## src/design/assert_macros.svh

```systemverilog
// Assertion helpers shared by the design files.
`ifndef ASSERT_MACROS_SVH
`define ASSERT_MACROS_SVH

`ifndef SYNTH
// The expression must hold at every clock edge outside reset.
`define SFR_ASSERT(lbl, clk, rst_n, expr) \
  lbl: assert property (@(posedge clk) disable iff (!rst_n) (expr)) \
    else $error("sfr check failed");
// When the first expression holds, the second must hold at the same edge.
`define SFR_ASSERT_IMPL(lbl, clk, rst_n, ante, cons) \
  lbl: assert property (@(posedge clk) disable iff (!rst_n) (ante) |-> (cons)) \
    else $error("sfr implication failed");
`else
`define SFR_ASSERT(lbl, clk, rst_n, expr)
`define SFR_ASSERT_IMPL(lbl, clk, rst_n, ante, cons)
`endif

`endif

```

## src/design/sfr_pkg.sv

```systemverilog
`default_nettype none

package sfr_pkg;

  // Input commands
  localparam logic [1:0] CMD_BYTE     = 2'd0;
  localparam logic [1:0] CMD_LINE_LOW = 2'd1;
  localparam logic [1:0] CMD_ARM      = 2'd2;
  localparam logic [1:0] CMD_STREAM   = 2'd3;

  // Result kinds
  localparam logic [2:0] KIND_STREAM  = 3'd0;
  localparam logic [2:0] KIND_PAYLOAD = 3'd1;
  localparam logic [2:0] KIND_CMD_OK  = 3'd2;
  localparam logic [2:0] KIND_DATA_OK = 3'd3;
  localparam logic [2:0] KIND_ERROR   = 3'd4;

  // Error causes
  localparam logic CAUSE_CHECKSUM = 1'b0;
  localparam logic CAUSE_LINE_LOW = 1'b1;

  localparam logic [8:0] HEADER_LEN        = 9'd4;
  localparam logic [3:0] SWAP_LIMIT_RESET  = 4'd2;

  typedef struct packed {
    logic [1:0] command;
    logic [7:0] rx_byte;
    logic [8:0] data_length;
  } item_t;

  typedef struct packed {
    logic [2:0] result_kind;
    logic [7:0] byte_value;
    logic [7:0] device_id;
    logic [7:0] command_code;
    logic [7:0] aux_first;
    logic [7:0] aux_second;
    logic [8:0] frame_length;
    logic [7:0] computed_checksum;
    logic       error_cause;
    logic       use_alt_baud;
  } result_t;

endpackage

`default_nettype wire

```

## src/design/sfr_if.sv

```systemverilog
`default_nettype none

interface sfr_in_if;
  logic       valid;
  logic       ready;
  logic [1:0] command;
  logic [7:0] rx_byte;
  logic [8:0] data_length;

  modport source (output valid, command, rx_byte, data_length, input ready);
  modport sink (input valid, command, rx_byte, data_length, output ready);
endinterface

interface sfr_out_if;
  logic       valid;
  logic       ready;
  logic [2:0] result_kind;
  logic [7:0] byte_value;
  logic [7:0] device_id;
  logic [7:0] command_code;
  logic [7:0] aux_first;
  logic [7:0] aux_second;
  logic [8:0] frame_length;
  logic [7:0] computed_checksum;
  logic       error_cause;
  logic       use_alt_baud;

  modport source (output valid, result_kind, byte_value, device_id, command_code,
                  aux_first, aux_second, frame_length, computed_checksum,
                  error_cause, use_alt_baud, input ready);
  modport sink (input valid, result_kind, byte_value, device_id, command_code,
                aux_first, aux_second, frame_length, computed_checksum,
                error_cause, use_alt_baud, output ready);
endinterface

interface sfr_cfg_if;
  logic       valid;
  logic       ready;
  logic [3:0] data;

  modport source (output valid, data, input ready);
  modport sink (input valid, data, output ready);
endinterface

`default_nettype wire

```

## src/design/sfr_engine.sv

```systemverilog
`default_nettype none

`include "assert_macros.svh"

module sfr_engine #(
  parameter int unsigned MAX_DATA_LEN = 256
) (
  input  wire logic             clk,
  input  wire logic             rst_n,
  input  wire logic             accept,
  input  wire sfr_pkg::item_t   item,
  input  wire logic             cfg_wr,
  input  wire logic [3:0]       cfg_data,
  output logic                  res_valid,
  output sfr_pkg::result_t      res
);
  import sfr_pkg::*;

  // Lengths above what the 9-bit field can carry never need clamping.
  localparam int unsigned LenCapInt = (MAX_DATA_LEN > 511) ? 511 : MAX_DATA_LEN;
  localparam logic [8:0]  LEN_CAP   = LenCapInt[8:0];

  logic [3:0] swap_limit_r;
  logic       in_cmd_r, in_cmd_nxt;
  logic       stream_r, stream_nxt;
  logic [8:0] byte_cnt_r, byte_cnt_nxt;
  logic [8:0] exp_cnt_r, exp_cnt_nxt;
  logic [7:0] run_sum_r, run_sum_nxt;
  logic [3:0] errs_r, errs_nxt;
  logic       cur_alt_r, cur_alt_nxt;
  logic       req_alt_r, req_alt_nxt;
  logic [7:0] hdr_r [4];
  logic       hdr_we;

  logic [8:0] sum9;
  logic [7:0] sum_fold;
  logic [3:0] errs_inc;
  logic [8:0] len_clamped;

  assign sum9        = {1'b0, run_sum_r} + {1'b0, item.rx_byte};
  assign sum_fold    = sum9[8] ? (sum9[7:0] + 8'd1) : sum9[7:0];
  assign errs_inc    = errs_r + 4'd1;
  assign len_clamped = (item.data_length > LEN_CAP) ? LEN_CAP : item.data_length;

  always_comb begin
    in_cmd_nxt   = in_cmd_r;
    stream_nxt   = stream_r;
    byte_cnt_nxt = byte_cnt_r;
    exp_cnt_nxt  = exp_cnt_r;
    run_sum_nxt  = run_sum_r;
    errs_nxt     = errs_r;
    cur_alt_nxt  = cur_alt_r;
    req_alt_nxt  = req_alt_r;
    hdr_we       = 1'b0;
    res_valid    = 1'b0;
    res          = '0;
    res.use_alt_baud = cur_alt_r;

    case (item.command)
      CMD_LINE_LOW: begin
        stream_nxt  = 1'b0;
        cur_alt_nxt = req_alt_r;
        if (!in_cmd_r) begin
          in_cmd_nxt   = 1'b1;
          byte_cnt_nxt = '0;
          exp_cnt_nxt  = HEADER_LEN;
          run_sum_nxt  = '0;
        end else begin
          // The swap target follows the selection that was just applied.
          errs_nxt = errs_inc;
          if (errs_inc >= swap_limit_r) begin
            errs_nxt    = '0;
            req_alt_nxt = !req_alt_r;
          end
          in_cmd_nxt        = 1'b0;
          exp_cnt_nxt       = '0;
          res_valid         = 1'b1;
          res.result_kind   = KIND_ERROR;
          res.error_cause   = CAUSE_LINE_LOW;
          res.use_alt_baud  = req_alt_r;
        end
      end
      CMD_ARM: begin
        if (!in_cmd_r) begin
          exp_cnt_nxt  = len_clamped;
          byte_cnt_nxt = '0;
          run_sum_nxt  = '0;
        end
      end
      CMD_STREAM: begin
        stream_nxt = 1'b1;
      end
      default: begin
        if (stream_r) begin
          res_valid       = 1'b1;
          res.result_kind = KIND_STREAM;
          res.byte_value  = item.rx_byte;
        end else if (byte_cnt_r < exp_cnt_r) begin
          hdr_we       = in_cmd_r && (byte_cnt_r < HEADER_LEN);
          run_sum_nxt  = sum_fold;
          byte_cnt_nxt = byte_cnt_r + 9'd1;
          if (!in_cmd_r) begin
            res_valid       = 1'b1;
            res.result_kind = KIND_PAYLOAD;
            res.byte_value  = item.rx_byte;
          end
        end else if ((exp_cnt_r != '0) && (byte_cnt_r == exp_cnt_r)) begin
          exp_cnt_nxt           = '0;
          res_valid             = 1'b1;
          res.computed_checksum = run_sum_r;
          if (item.rx_byte == run_sum_r) begin
            errs_nxt = '0;
            if (in_cmd_r) begin
              res.result_kind  = KIND_CMD_OK;
              res.device_id    = hdr_r[0];
              res.command_code = hdr_r[1];
              res.aux_first    = hdr_r[2];
              res.aux_second   = hdr_r[3];
              in_cmd_nxt       = 1'b0;
              byte_cnt_nxt     = '0;
            end else begin
              res.result_kind  = KIND_DATA_OK;
              res.frame_length = byte_cnt_r;
            end
          end else begin
            // Only command frames count toward a baud swap.
            if (in_cmd_r) begin
              errs_nxt = errs_inc;
              if (errs_inc >= swap_limit_r) begin
                errs_nxt    = '0;
                req_alt_nxt = !cur_alt_r;
              end
            end
            in_cmd_nxt      = 1'b0;
            res.result_kind = KIND_ERROR;
            res.error_cause = CAUSE_CHECKSUM;
          end
        end
      end
    endcase
  end

  always_ff @(posedge clk) begin
    if (!rst_n) begin
      swap_limit_r <= SWAP_LIMIT_RESET;
      in_cmd_r     <= 1'b0;
      stream_r     <= 1'b0;
      byte_cnt_r   <= '0;
      exp_cnt_r    <= '0;
      run_sum_r    <= '0;
      errs_r       <= '0;
      cur_alt_r    <= 1'b0;
      req_alt_r    <= 1'b0;
    end else begin
      if (cfg_wr) begin
        swap_limit_r <= cfg_data;
      end
      if (accept) begin
        in_cmd_r   <= in_cmd_nxt;
        stream_r   <= stream_nxt;
        byte_cnt_r <= byte_cnt_nxt;
        exp_cnt_r  <= exp_cnt_nxt;
        run_sum_r  <= run_sum_nxt;
        errs_r     <= errs_nxt;
        cur_alt_r  <= cur_alt_nxt;
        req_alt_r  <= req_alt_nxt;
      end
    end
  end

  always_ff @(posedge clk) begin
    if (accept && hdr_we) begin
      hdr_r[byte_cnt_r[1:0]] <= item.rx_byte;
    end
  end

  // A command frame always waits for exactly the header length.
  `SFR_ASSERT_IMPL(a_cmd_expects_header, clk, rst_n, in_cmd_r, exp_cnt_r == HEADER_LEN)
  // The byte counter never runs past an open frame.
  `SFR_ASSERT_IMPL(a_count_in_frame, clk, rst_n, exp_cnt_r != '0, byte_cnt_r <= exp_cnt_r)
  // Opening a command frame starts from a clean count and sum.
  `SFR_ASSERT_IMPL(a_cmd_open_clean, clk, rst_n, $rose(in_cmd_r),
                   (byte_cnt_r == '0) && (run_sum_r == '0))

endmodule

`default_nettype wire

```

## src/design/sfr_out_reg.sv

```systemverilog
`default_nettype none

`include "assert_macros.svh"

module sfr_out_reg (
  input  wire logic              clk,
  input  wire logic              rst_n,
  input  wire logic              load,
  input  wire logic              res_valid,
  input  wire sfr_pkg::result_t  res,
  output logic                   can_take,
  sfr_out_if.source              out_ch
);
  import sfr_pkg::*;

  logic    valid_r, valid_nxt;
  result_t data_r;

  // A new item may enter when the held result leaves in this same cycle.
  assign can_take = !valid_r || out_ch.ready;

  always_comb begin
    valid_nxt = valid_r;
    if (load) begin
      valid_nxt = res_valid;
    end else if (out_ch.ready) begin
      valid_nxt = 1'b0;
    end
  end

  always_ff @(posedge clk) begin
    if (!rst_n) begin
      valid_r <= 1'b0;
    end else begin
      valid_r <= valid_nxt;
    end
  end

  always_ff @(posedge clk) begin
    if (load && res_valid) begin
      data_r <= res;
    end
  end

  assign out_ch.valid             = valid_r;
  assign out_ch.result_kind       = data_r.result_kind;
  assign out_ch.byte_value        = data_r.byte_value;
  assign out_ch.device_id         = data_r.device_id;
  assign out_ch.command_code      = data_r.command_code;
  assign out_ch.aux_first         = data_r.aux_first;
  assign out_ch.aux_second        = data_r.aux_second;
  assign out_ch.frame_length      = data_r.frame_length;
  assign out_ch.computed_checksum = data_r.computed_checksum;
  assign out_ch.error_cause       = data_r.error_cause;
  assign out_ch.use_alt_baud      = data_r.use_alt_baud;

  // A load is only issued while the register can take a new result.
  `SFR_ASSERT_IMPL(a_load_when_free, clk, rst_n, load, can_take)

endmodule

`default_nettype wire

```

## src/design/sio_frame_receiver_core.sv

```systemverilog
// Output: registered; a result appears in the cycle after its item is accepted.
// Throughput: one item per cycle unless a held result stalls; the output
// register clears in the cycle its result is taken, so both may move every cycle.
// Reset: synchronous, active low; clears the frame state, the error count and
// both baud selections, and loads the swap limit with two.
`default_nettype none

module sio_frame_receiver_core #(
  parameter int unsigned MAX_DATA_LEN = 256
) (
  input  wire logic  clk,
  input  wire logic  rst_n,
  sfr_in_if.sink     in_ch,
  sfr_out_if.source  out_ch,
  sfr_cfg_if.sink    cfg_ch
);
  import sfr_pkg::*;

  logic    can_take;
  logic    accept;
  logic    res_valid;
  item_t   item;
  result_t res;

  assign in_ch.ready  = can_take;
  assign accept       = in_ch.valid && can_take;
  assign cfg_ch.ready = 1'b1;

  assign item.command     = in_ch.command;
  assign item.rx_byte     = in_ch.rx_byte;
  assign item.data_length = in_ch.data_length;

  sfr_engine #(
    .MAX_DATA_LEN (MAX_DATA_LEN)
  ) u_engine (
    .clk       (clk),
    .rst_n     (rst_n),
    .accept    (accept),
    .item      (item),
    .cfg_wr    (cfg_ch.valid),
    .cfg_data  (cfg_ch.data),
    .res_valid (res_valid),
    .res       (res)
  );

  sfr_out_reg u_out_reg (
    .clk       (clk),
    .rst_n     (rst_n),
    .load      (accept),
    .res_valid (res_valid),
    .res       (res),
    .can_take  (can_take),
    .out_ch    (out_ch)
  );

endmodule

`default_nettype wire
```

## src/flat_wrapper.sv

```systemverilog
// flat-port wrapper written by rule: the top's interface ports become plain ports
module sio_frame_receiver_core_flat import sfr_pkg::*;
#(
  parameter int unsigned MAX_DATA_LEN = 256
)
  (clk, rst_n, in_ch_valid, in_ch_command, in_ch_rx_byte, in_ch_data_length, in_ch_ready, out_ch_valid, out_ch_result_kind, out_ch_byte_value, out_ch_device_id, out_ch_command_code, out_ch_aux_first, out_ch_aux_second, out_ch_frame_length, out_ch_computed_checksum, out_ch_error_cause, out_ch_use_alt_baud, out_ch_ready, cfg_ch_valid, cfg_ch_data, cfg_ch_ready);
  sfr_in_if in_ch_i ();
  sfr_out_if out_ch_i ();
  sfr_cfg_if cfg_ch_i ();
  input  wire logic clk;
  input  wire logic rst_n;
  input wire logic [$bits(in_ch_i.valid)-1:0] in_ch_valid;
  input wire logic [$bits(in_ch_i.command)-1:0] in_ch_command;
  input wire logic [$bits(in_ch_i.rx_byte)-1:0] in_ch_rx_byte;
  input wire logic [$bits(in_ch_i.data_length)-1:0] in_ch_data_length;
  output wire logic [$bits(in_ch_i.ready)-1:0] in_ch_ready;
  output wire logic [$bits(out_ch_i.valid)-1:0] out_ch_valid;
  output wire logic [$bits(out_ch_i.result_kind)-1:0] out_ch_result_kind;
  output wire logic [$bits(out_ch_i.byte_value)-1:0] out_ch_byte_value;
  output wire logic [$bits(out_ch_i.device_id)-1:0] out_ch_device_id;
  output wire logic [$bits(out_ch_i.command_code)-1:0] out_ch_command_code;
  output wire logic [$bits(out_ch_i.aux_first)-1:0] out_ch_aux_first;
  output wire logic [$bits(out_ch_i.aux_second)-1:0] out_ch_aux_second;
  output wire logic [$bits(out_ch_i.frame_length)-1:0] out_ch_frame_length;
  output wire logic [$bits(out_ch_i.computed_checksum)-1:0] out_ch_computed_checksum;
  output wire logic [$bits(out_ch_i.error_cause)-1:0] out_ch_error_cause;
  output wire logic [$bits(out_ch_i.use_alt_baud)-1:0] out_ch_use_alt_baud;
  input wire logic [$bits(out_ch_i.ready)-1:0] out_ch_ready;
  input wire logic [$bits(cfg_ch_i.valid)-1:0] cfg_ch_valid;
  input wire logic [$bits(cfg_ch_i.data)-1:0] cfg_ch_data;
  output wire logic [$bits(cfg_ch_i.ready)-1:0] cfg_ch_ready;
  assign in_ch_i.valid = in_ch_valid;
  assign in_ch_i.command = in_ch_command;
  assign in_ch_i.rx_byte = in_ch_rx_byte;
  assign in_ch_i.data_length = in_ch_data_length;
  assign in_ch_ready = in_ch_i.ready;
  assign out_ch_valid = out_ch_i.valid;
  assign out_ch_result_kind = out_ch_i.result_kind;
  assign out_ch_byte_value = out_ch_i.byte_value;
  assign out_ch_device_id = out_ch_i.device_id;
  assign out_ch_command_code = out_ch_i.command_code;
  assign out_ch_aux_first = out_ch_i.aux_first;
  assign out_ch_aux_second = out_ch_i.aux_second;
  assign out_ch_frame_length = out_ch_i.frame_length;
  assign out_ch_computed_checksum = out_ch_i.computed_checksum;
  assign out_ch_error_cause = out_ch_i.error_cause;
  assign out_ch_use_alt_baud = out_ch_i.use_alt_baud;
  assign out_ch_i.ready = out_ch_ready;
  assign cfg_ch_i.valid = cfg_ch_valid;
  assign cfg_ch_i.data = cfg_ch_data;
  assign cfg_ch_ready = cfg_ch_i.ready;
  sio_frame_receiver_core #(.MAX_DATA_LEN(MAX_DATA_LEN)) u_core (.clk(clk), .rst_n(rst_n), .in_ch(in_ch_i), .out_ch(out_ch_i), .cfg_ch(cfg_ch_i));
endmodule
```

## config.mk

```make
export PLATFORM = sky130hd
export DESIGN_NAME = sio_frame_receiver_core_flat
export DESIGN_NICKNAME = d
export VERILOG_FILES = /design/src/design/sfr_pkg.sv /design/src/design/sfr_if.sv /design/src/design/sfr_engine.sv /design/src/design/sfr_out_reg.sv /design/src/design/sio_frame_receiver_core.sv /design/src/flat_wrapper.sv
export VERILOG_INCLUDE_DIRS = /design/src /design/src/design
export SDC_FILE = /design/constraint.sdc
export NUM_CORES = 1
export LEC_CHECK = 0
export ABC_AREA = 1
export ABC_CLOCK_PERIOD_IN_PS = 5600
export BUFFER_PORTS_ARGS = -buffer_cell sky130_fd_sc_hd__buf_2
export CORE_MARGIN = 2
export CORE_UTILIZATION = 62
export DETAILED_ROUTE_END_ITERATION = 10
export HOLD_SLACK_MARGIN = 0.15
export PLACE_DENSITY = 0.85
export SLEW_MARGIN = 20
export SYNTH_ARGS = -nofsm -noshare
export SYNTH_HDL_FRONTEND = slang
export SYNTH_SLANG_ARGS = --single-unit
```

## constraint.sdc

```tcl
create_clock -name clk -period 5.6 [get_ports clk]
set_input_delay 0.28 -clock clk [delete_from_list [all_inputs] [get_ports clk]]
set_output_delay 0.28 -clock clk [all_outputs]
set_load 0.1 [all_outputs]
```

==> results.cfg, run 1 <==
[status]
status = complete, no violations

[route]
vias_per_cell = 5.42
drt_iter0_drc = 472
drc = 0
routed_wl_mm = 15.8
postRouteAntennaNets = 0
wl_per_cell_um = 15.7
vias = 5459
drtPass1Iterations = 6

[clock_network]
cts_sinks = 133
worstSkewPairLatency_ps = 520
cts_tree = done
clk_pin_slew_ps = 70
cts-root-buf = clkbuf_8
post_cts_buffers = 0
cts_buffer_depth = 2
htree_levels = 4
cts_inserted_buffers = 17

[sta]
finalCritPeriodShare_pct = 61.1
fmax_mhz = 292
slew_headroom_pct = 44.0
worstMarginPinSlew_ps = 839
worst_slack_ps = 2180
finClkSkew_ps = 10.9
finalSetupTns_ps = 0
hold_violations = 0
period_minus_slack_ps = 3420
slew_viol_final = 0
setup_viol = 0
rsz0062_at_grt = false

[grt]
grt_max_degree = 36
grt_overflow = 0
grt_first_pass_wirelength_mm = 25.5
antenna_found_initial = 0
grt_pass1_vias = 5279
grtUsageTotal_pct = 28.7

[finish]
fin_cells = 1008
insertedDiodeCount = 0
fin_area_um2 = 8090
area_delta_synth_final_pct = 20.4
post-route-util_pct = 77.6
final_nets = 919
drive_above_1_share_pct = 20.6

[synthesis]
yosysWarnings = 0
synthAdderAreaFrac_pct = 6.08
synth_nets = 796
synthFlopType = edfxtp_1
yosys.area_share.simple_pct = 24.0
netlist-cell-type-count = 45
synth_xor_area_share_pct = 1.43
synth_edf_count = 94
ys_ff_latch = 133
synthMuxAreaShare_pct = 0
post-synth-top-area-cell = edfxtp_1
synthCells = 736
netlist_area_um2 = 6710
synth_top_family_by_area = simple AND/OR/NAND/NOR gates
avgSynthCellArea_um2 = 9.12
synth_top_area_share_pct = 42.0
ys_async_sr_fraction_pct = 0
seq_area_frac_synth_pct = 53.7
synth-compound-area-share_pct = 5.67
synthTopCellsByArea = edfxtp_1 42%, dfxtp_1 12%, nand2_1 7.5%

[worst_setup_path]
path_cells = ha_1 -> nand2_1 -> inv_1 -> nand2_1 -> nand2_1 -> nand2_1 -> nand3_2 -> o21ai_2 -> nand2_2 -> nand2_1 -> nand2_1 -> inv_2 -> buf_4
cpMostUsedCell = nand2_1
start_kind = flip-flop
cp_top_family = buffers and inverters
slowest_stage = inv_2
r2r_cells = 13
rr_startpoint = u_core.u_engine.byte_cnt_r[4]
crit_fanout = 35
r2r-end = u_core.u_out_reg.out_ch.byte_value[5]
cp-end-kind = flip-flop
cp_num_cells = 13
crit_required_ps = 5780
rrSetupSlack_ps = 2180
slowest_delay_ps = 510
critPathKind = flip-flop to flip-flop
cp.arrival_ps = 3600
worst-path-buf-inv = 3

[placement]
pre_cts_ws_ps = 2230
place_congestion = 0.895
io_buffers = 91
post-place-cells = 950
dpl_cell_area_um2 = 7230
hpwl_mm = 10.2

[die]
die_h_um = 108
dieArea_um2 = 11700
die_w_um = 108
initial_core_util_pct = 64.5
num_rows = 37
coreArea_um2 = 10400
pin_count = 93

[pwr]
power.density_nw_per_um2 = 359
leakagePower_nw = 3.71
vdd.ir_drop.worst_v = 0.000211

[min_path]
holdPathEnd = u_core.u_engine.exp_cnt_r[0]
hp-start = in_ch_data_length[0]
worstHoldPathCells = 5
hold_path_class = primary input to flip-flop

[flow_run]
cap_violations = 0
## cells in the mapped netlist (all sizes together), types with 2 or more instances
master  number
dfxtp       39
o211ai       2
xor2         9
a21oi       39
nor2       119
nand4        9
nand3       52
or2          3
o21ai       21
inv        130
buf         12
clkinv       2
edfxtp      94
nor3         9
clkbuf       2
ha          31
nor4         3
nand2      148
xnor2        2
## layout by cell type (no fill, tap or decap), drive strengths merged, types with 2 or more instances in the layout
master and instances:
nand2 148, dfxtp 39, o21ai 21, clkbuf 17, xor2 9, buf 92, nand3 52, or2 3
clkinv 5, nand4 9, o211ai 2, ha 31, inv 140, dlygate4sd3 26, xnor2 2, a21oi 39
nor2 119, nor3 9, edfxtp 94, nor4 3
## what timing repair did
item | in CTS | in global routing
hold buffers | 26 | 0
resized for setup | 0 | 0
hold endpoints to repair | 48 | 0
## sequential cells by signal, summed over array words and instances (netlist names)
register / cells
out_ch_aux_first: 8
out_ch_aux_second: 7
out_ch_command_code: 8
out_ch_device_id: 8
u_core.u_engine.byte_cnt_r: 9
u_core.u_engine.cur_alt_r: 1
u_core.u_engine.errs_r: 4
u_core.u_engine.exp_cnt_r: 9
u_core.u_engine.hdr_r: 32
u_core.u_engine.in_cmd_r: 1
u_core.u_engine.req_alt_r: 1
u_core.u_engine.run_sum_r: 8
u_core.u_engine.stream_r: 1
u_core.u_engine.swap_limit_r: 4
u_core.u_out_reg.out_ch.aux_second: 1
u_core.u_out_reg.out_ch.byte_value: 8
u_core.u_out_reg.out_ch.computed_checksum: 8
u_core.u_out_reg.out_ch.error_cause: 1
u_core.u_out_reg.out_ch.frame_length: 9
u_core.u_out_reg.out_ch.result_kind: 3
u_core.u_out_reg.out_ch.use_alt_baud: 1
u_core.u_out_reg.out_ch.valid: 1
## worst max path at each step
stage / from / end
2_1_floorplan: u_core.u_out_reg.out_ch.valid / out_ch_aux_first[0]
3_3_place_gp: u_core.u_engine.byte_cnt_r[4] / out_ch_command_code[3]
3_5_place_dp: u_core.u_engine.byte_cnt_r[4] / out_ch_aux_first[5]
4_1_cts: u_core.u_engine.byte_cnt_r[4] / u_core.u_out_reg.out_ch.byte_value[4]
5_1_grt: u_core.u_engine.byte_cnt_r[4] / u_core.u_out_reg.out_ch.byte_value[5]
6_report: u_core.u_engine.byte_cnt_r[4] / u_core.u_out_reg.out_ch.byte_value[5]
## worst reg2reg max path, cell delays in order (launching register included)
cell and delay, ps:
dfxtp_1 470, ha_1 300, nand2_1 100, inv_1 40, nand2_1 50, nand2_1 50
nand2_1 70, nand3_2 370, o21ai_2 300, nand2_2 160, nand2_1 110, nand2_1 80
inv_2 510, buf_4 470
## report_power, final
part / total, mW / switching [mW] / internal [mW]
logic: 0.663 / 0.498 / 0.165
registers: 1.14 / 0.0307 / 1.11
clock network: 1.10 / 0.487 / 0.617
## logic make-up (layout without fill, tap and decap cells)
logic type               Yosys count  after routing
buffers and inverters            146            282
flip-flops                       133            133
other                              1              1
AO/OA/AOI/OAI                     68             68
AND/OR/NAND/NOR                  345            345
adder cells (fa/ha/maj)           32             32
XOR/XNOR                          11             11
## routing by layer
| metal | track usage (%) | routed length [µm] | up-vias |
|---|---|---|---|
| met5 | 0 | 0 | - |
| met4 | 11.7 | 380 | 0 |
| met3 | 5.42 | 1210 | 33 |
| met2 | 49.0 | 7920 | 289 |
| met1 | 36.0 | 6280 | 2514 |
| li1 | - | - | 2623 |
## stage by stage
step	hold slack [ps]	power [mW]
6_report	191	2.90
5_1_grt	178	3.01
4_1_cts	163	2.90
3_5_place_dp	467	1.79
3_3_place_gp	457	1.77
2_1_floorplan	379	1.68
## area by class of cell
type                    count  area, µm²
repair buffers            118        723
multi-input cells         457       2500
flip-flops and latches    133       3600
clock buffers              17        414
fillers                   651       2330
well taps                 136        170
clock inverters            15        176
inverters                 132        498
Power figures use the tool's default switching activity.
==> inputs of run 2 (changes only) <==
--- a/config.mk
+++ b/config.mk
@@ -7,13 +7,13 @@
 export NUM_CORES = 1
 export LEC_CHECK = 0
 export ABC_AREA = 1
-export ABC_CLOCK_PERIOD_IN_PS = 5600
+export ABC_CLOCK_PERIOD_IN_PS = 2900
 export BUFFER_PORTS_ARGS = -buffer_cell sky130_fd_sc_hd__buf_2
 export CORE_MARGIN = 2
-export CORE_UTILIZATION = 62
+export CORE_UTILIZATION = 52
 export DETAILED_ROUTE_END_ITERATION = 10
 export HOLD_SLACK_MARGIN = 0.15
-export PLACE_DENSITY = 0.85
+export PLACE_DENSITY = 0.76
 export SLEW_MARGIN = 20
 export SYNTH_ARGS = -nofsm -noshare
 export SYNTH_HDL_FRONTEND = slang
==> constraint.sdc (replaced) <==
create_clock -name clk -period 2.9 [get_ports clk]
set_input_delay 0.145 -clock clk [delete_from_list [all_inputs] [get_ports clk]]
set_output_delay 0.145 -clock clk [all_outputs]
set_load 0.1 [all_outputs]
==> run 2 against run 1 <==
Compared with the run above: routed wire length decreased by 6.4%; non-clock buffer count increased by 13; first-iteration DRC count decreased by 1.7%; combinational power increased by 96%; register-to-register slack got worse by 2000 ps; fmax increased by 28%.
==> results.cfg, run 2 (synthesis results as in run 1) <==
[sta]
worstMarginPinSlew_ps = 626
worst_slack_ps = 224
period_minus_slack_ps = 2680
setup_viol = 0
whs_ps = 175
fmax_mhz = 374
finalSetupTns_ps = 0
finalCritPeriodShare_pct = 92.3
hold_violations = 0
finClkSkew_ps = 10.0
slew_headroom_pct = 58.3
slew_viol_final = 0
rsz0062_at_grt = false

[route]
routed_wl_mm = 14.8
drtPass1Iterations = 5
drc = 0
postRouteAntennaNets = 0
vias_per_cell = 5.00
drt_iter0_drc = 464
vias = 5289
wl_per_cell_um = 14.0

[finish]
final_cell_mix = 135 x nand2_1, 124 x inv_1, 94 x edfxtp_1, 93 x nor2_1, 91 x buf_2
fin_area_um2 = 8250
fillers = 1018
largest_reg_flops = 32
final_nets = 932
fin_cells = 1057
post-route-util_pct = 65.4
layout_commonest_cell = nand2_1
insertedDiodeCount = 0
area_delta_synth_final_pct = 22.9
drive_above_1_share_pct = 21.5

[die]
initial_core_util_pct = 53.2
pin_count = 93
coreArea_um2 = 12600
die_h_um = 118
die_w_um = 118
num_rows = 41
dieArea_um2 = 13800

[pwr]
vdd.ir_drop.worst_v = 0.000439
power.density_nw_per_um2 = 673
p_total_mw = 5.56
leakagePower_nw = 3.78

[placement]
place_congestion = 0.899
post-place-cells = 996
io_buffers = 91
hpwl_mm = 10.1
dpl_cell_area_um2 = 7380
pre_cts_ws_ps = 453

[clock_network]
cts-root-buf = clkbuf_16
cts_sinks = 133
cts_inserted_buffers = 17
post_cts_buffers = 0
clk_pin_slew_ps = 60
cts_tree = done
cts_buffer_depth = 2
htree_levels = 4
worstSkewPairLatency_ps = 420

[grt]
grt_overflow = 0
grt_first_pass_wirelength_mm = 24.4
grtUsageTotal_pct = 22.2
antenna_found_initial = 0
grt_max_degree = 33
grt_pass1_vias = 5070

[worst_setup_path]
cp-end-kind = flip-flop
slowest_delay_ps = 540
start_kind = flip-flop
cp_top_family = simple AND/OR/NAND/NOR gates
slowest_stage = dlygate4sd3_1
cp.arrival_ps = 3040
path_cells = ha_1 -> nand2_1 -> nor2_2 -> nand3b_1 -> nand3_2 -> buf_4 -> nand3_2 -> nand2_4 -> nand2_4 -> nand3_1 -> nand2_1 -> nor2_1 -> dlygate4sd3_1
worst-path-buf-inv = 2
critPathKind = flip-flop to flip-flop
crit_fanout = 18
crit_required_ps = 3260

[flow_run]
cap_violations = 0

[min_path]
hold_path_class = primary input to flip-flop

[status]
status = complete, no violations
## run 2: tightest hold or removal path, cell delays in order
cell and delay (ps):
buf_2 100, inv_1 60, nor3_1 60, nor2_1 130, nor2_1 60
## run 2: path summary, 6_finish.rpt
check                                      from                      endpoint  slack, ps  cells after the start
setup / recovery  u_core.u_engine.byte_cnt_r[4]  u_core.u_engine.exp_cnt_r[1]        220                     13
hold / removal             in_ch_data_length[7]  u_core.u_engine.exp_cnt_r[7]        180                      5
setup reg to reg  u_core.u_engine.byte_cnt_r[4]  u_core.u_engine.exp_cnt_r[1]        220                     13
hold reg to reg    u_core.u_engine.run_sum_r[7]  u_core.u_engine.run_sum_r[7]        490                      2
## run 2: timing repair
action,4_1_cts,5_1_grt
resized for setup,0,1
endpoints found under the setup margin,0,1
endpoints found under the hold margin,50,0
hold buffers,29,0
## run 2: power by group
part	internal [mW]	switching [mW]	leakage [nW]	total, mW
registers	2.14	0.0528	1.24	2.19
clock network	1.20	0.860	0.276	2.06
logic	0.345	0.955	2.26	1.30
## run 2: area by class of cell
cell class	count	area, µm²	share of cell area, %
Sequential cell	133	3600	43.7
Multi-Input combinational cell	457	2510	30.4
Timing Repair Buffer	131	853	10.3
Inverter	132	502	6.08
Clock buffer	18	429	5.20
Tap cell	172	215	2.61
Clock inverter	14	143	1.73
## run 2: per-layer routing
metal	wire length (µm)	vias up	GRT usage, %
li1	-	2650	-
met1	6360	2371	29.4
met2	6910	231	35.8
met3	1130	37	5.14
met4	370	0	8.28
met5	0	-	0
==> inputs of run 3 (changes only) <==
--- a/config.mk
+++ b/config.mk
@@ -9,11 +9,13 @@
 export ABC_AREA = 1
 export ABC_CLOCK_PERIOD_IN_PS = 2900
 export BUFFER_PORTS_ARGS = -buffer_cell sky130_fd_sc_hd__buf_2
+export CELL_PAD_IN_SITES_DETAIL_PLACEMENT = 2
+export CELL_PAD_IN_SITES_GLOBAL_PLACEMENT = 2
 export CORE_MARGIN = 2
-export CORE_UTILIZATION = 52
+export CORE_UTILIZATION = 30
 export DETAILED_ROUTE_END_ITERATION = 10
 export HOLD_SLACK_MARGIN = 0.15
-export PLACE_DENSITY = 0.76
+export PLACE_DENSITY_LB_ADDON = 0.1
 export SLEW_MARGIN = 20
 export SYNTH_ARGS = -nofsm -noshare
 export SYNTH_HDL_FRONTEND = slang
==> run 3 against run 2 <==
Compared with the run above: cell count increased by 10%; clock skew increased by 4.5 ps; critical endpoint is now u_core.u_engine.swap_limit_r[1]; cell area increased by 2.2%; critical path depth decreased by 5; largest power group is now the clock network.
==> results.cfg, run 3 (synthesis results as in run 1) <==
[route]
drt-met1-wl_mm = 9.24
routed-wl-met2_mm = 10.1
routed_wl_mm = 20.3
vias_per_cell = 4.61
drc = 0
met3WireLength_um = 603
wl_per_cell_um = 17.4
drtPass1Iterations = 4
vias = 5373
drt_iter0_drc = 233
routed.top_layer = met4
postRouteAntennaNets = 0

[clock_network]
clk_pin_slew_ps = 70
worstSkewPairLatency_ps = 430
cts_inserted_buffers = 17
cts-root-buf = clkbuf_16
htree_levels = 4
cts_buffer_depth = 2
cts_tree = done
cts_sinks = 133

[placement]
post-place-cells = 1105
hpwl_mm = 15.1
place_congestion = 0.796
io_buffers = 91
pre_cts_ws_ps = 305

[worst_setup_path]
cp-end-kind = flip-flop
start_kind = primary input
crit_fanout = 17
cp.arrival_ps = 2950
crit_required_ps = 3220
critPathKind = primary input to flip-flop

[pwr]
vdd.ir_drop.worst_v = 0.000402
power.density_nw_per_um2 = 694
p_total_mw = 5.86
leakagePower_nw = 3.79

[min_path]
hold_path_class = primary input to flip-flop

[die]
num_rows = 54
pin_count = 93
coreArea_um2 = 21900
initial_core_util_pct = 30.7
die_w_um = 154
die_h_um = 154
dieArea_um2 = 23600

[sta]
worst_slack_ps = 263
finClkSkew_ps = 14.5
finalCritPeriodShare_pct = 90.9
setup_viol = 0
finalSetupTns_ps = 0
slew_viol_final = 0
hold_violations = 0
fmax_mhz = 379
period_minus_slack_ps = 2640
rsz0062_at_grt = false

[finish]
fin_cells = 1166
post-route-util_pct = 38.5
drive_above_1_share_pct = 21.8
fillers = 2467
multi_input_area_um2 = 2500
regArea_um2 = 3600
layout_commonest_cell = nand2_1
insertedDiodeCount = 0
area_delta_synth_final_pct = 25.6
final_cell_mix = 135 x nand2_1, 124 x inv_1, 94 x edfxtp_1, 93 x nor2_1, 91 x buf_2
largest_reg_flops = 32
final_nets = 933

[grt]
grt_pass1_vias = 5940
grt_max_degree = 60
grt_first_pass_wirelength_mm = 32.5
grtUsageTotal_pct = 17.7
grt_overflow = 0
antenna_found_initial = 0

[status]
status = complete, no violations

[flow_run]
cap_violations = 0
## run 3: critical path, cell delays in order
cell and delay, ps:
dlygate4sd3_1 520, buf_2 290, clkinvlp_4 340, buf_4 310, a21oi_1 150, dlygate4sd3_1 560
o21ai_0 70, dlygate4sd3_1 550
## run 3: final timing paths
| kind | startpoint | to | slack, ps | depth (start not counted) |
|---|---|---|---|---|
| min reg2reg | u_core.u_engine.run_sum_r[0] | u_core.u_engine.run_sum_r[0] | 500 | 2 |
| min | in_ch_data_length[3] | u_core.u_engine.exp_cnt_r[3] | 170 | 4 |
| max reg2reg | u_core.u_engine.byte_cnt_r[4] | out_ch_aux_second[4] | 320 | 13 |
| max | rst_n | u_core.u_engine.swap_limit_r[1] | 260 | 8 |
## run 3: stage by stage
step | hold WS [ps] | instance area, µm²
after CTS | 162 | 8430
after detailed placement | 374 | 7510
after floorplan | 244 | 6720
after global routing | 180 | 8440
after global placement | 362 | 7510
final | 168 | 8440
## run 3: per-layer routing
layer	GRT usage [%]	vias to the layer above
met5	0	-
met4	5.11	0
met3	3.21	25
met2	31.1	89
met1	22.2	2611
li1	-	2648
## run 3: final cells by class
| class | count | share of cell area [%] |
|---|---|---|
| flip-flops and latches | 133 | 42.7 |
| multi-input cells | 457 | 29.6 |
| repair buffers | 132 | 10.1 |
| inverters | 132 | 5.99 |
| clock buffers | 17 | 5.04 |
| well taps | 280 | 4.15 |
| clock inverters | 15 | 2.39 |
## run 3: timing repair
item,in CTS,in global routing
setup buffers,0,0
hold buffers,29,0
endpoints found under the hold margin,50,0
resized for setup,0,1
endpoints found under the setup margin,0,1
## run 3: where the power goes
group / switching (mW) / internal (mW) / leakage, nW / total, mW
Sequential: 0.0582 / 2.14 / 1.24 / 2.20
Clock: 0.980 / 1.33 / 0.309 / 2.31
Combinational: 1.01 / 0.342 / 2.24 / 1.35
Total: 2.05 / 3.81 / 3.79 / 5.86
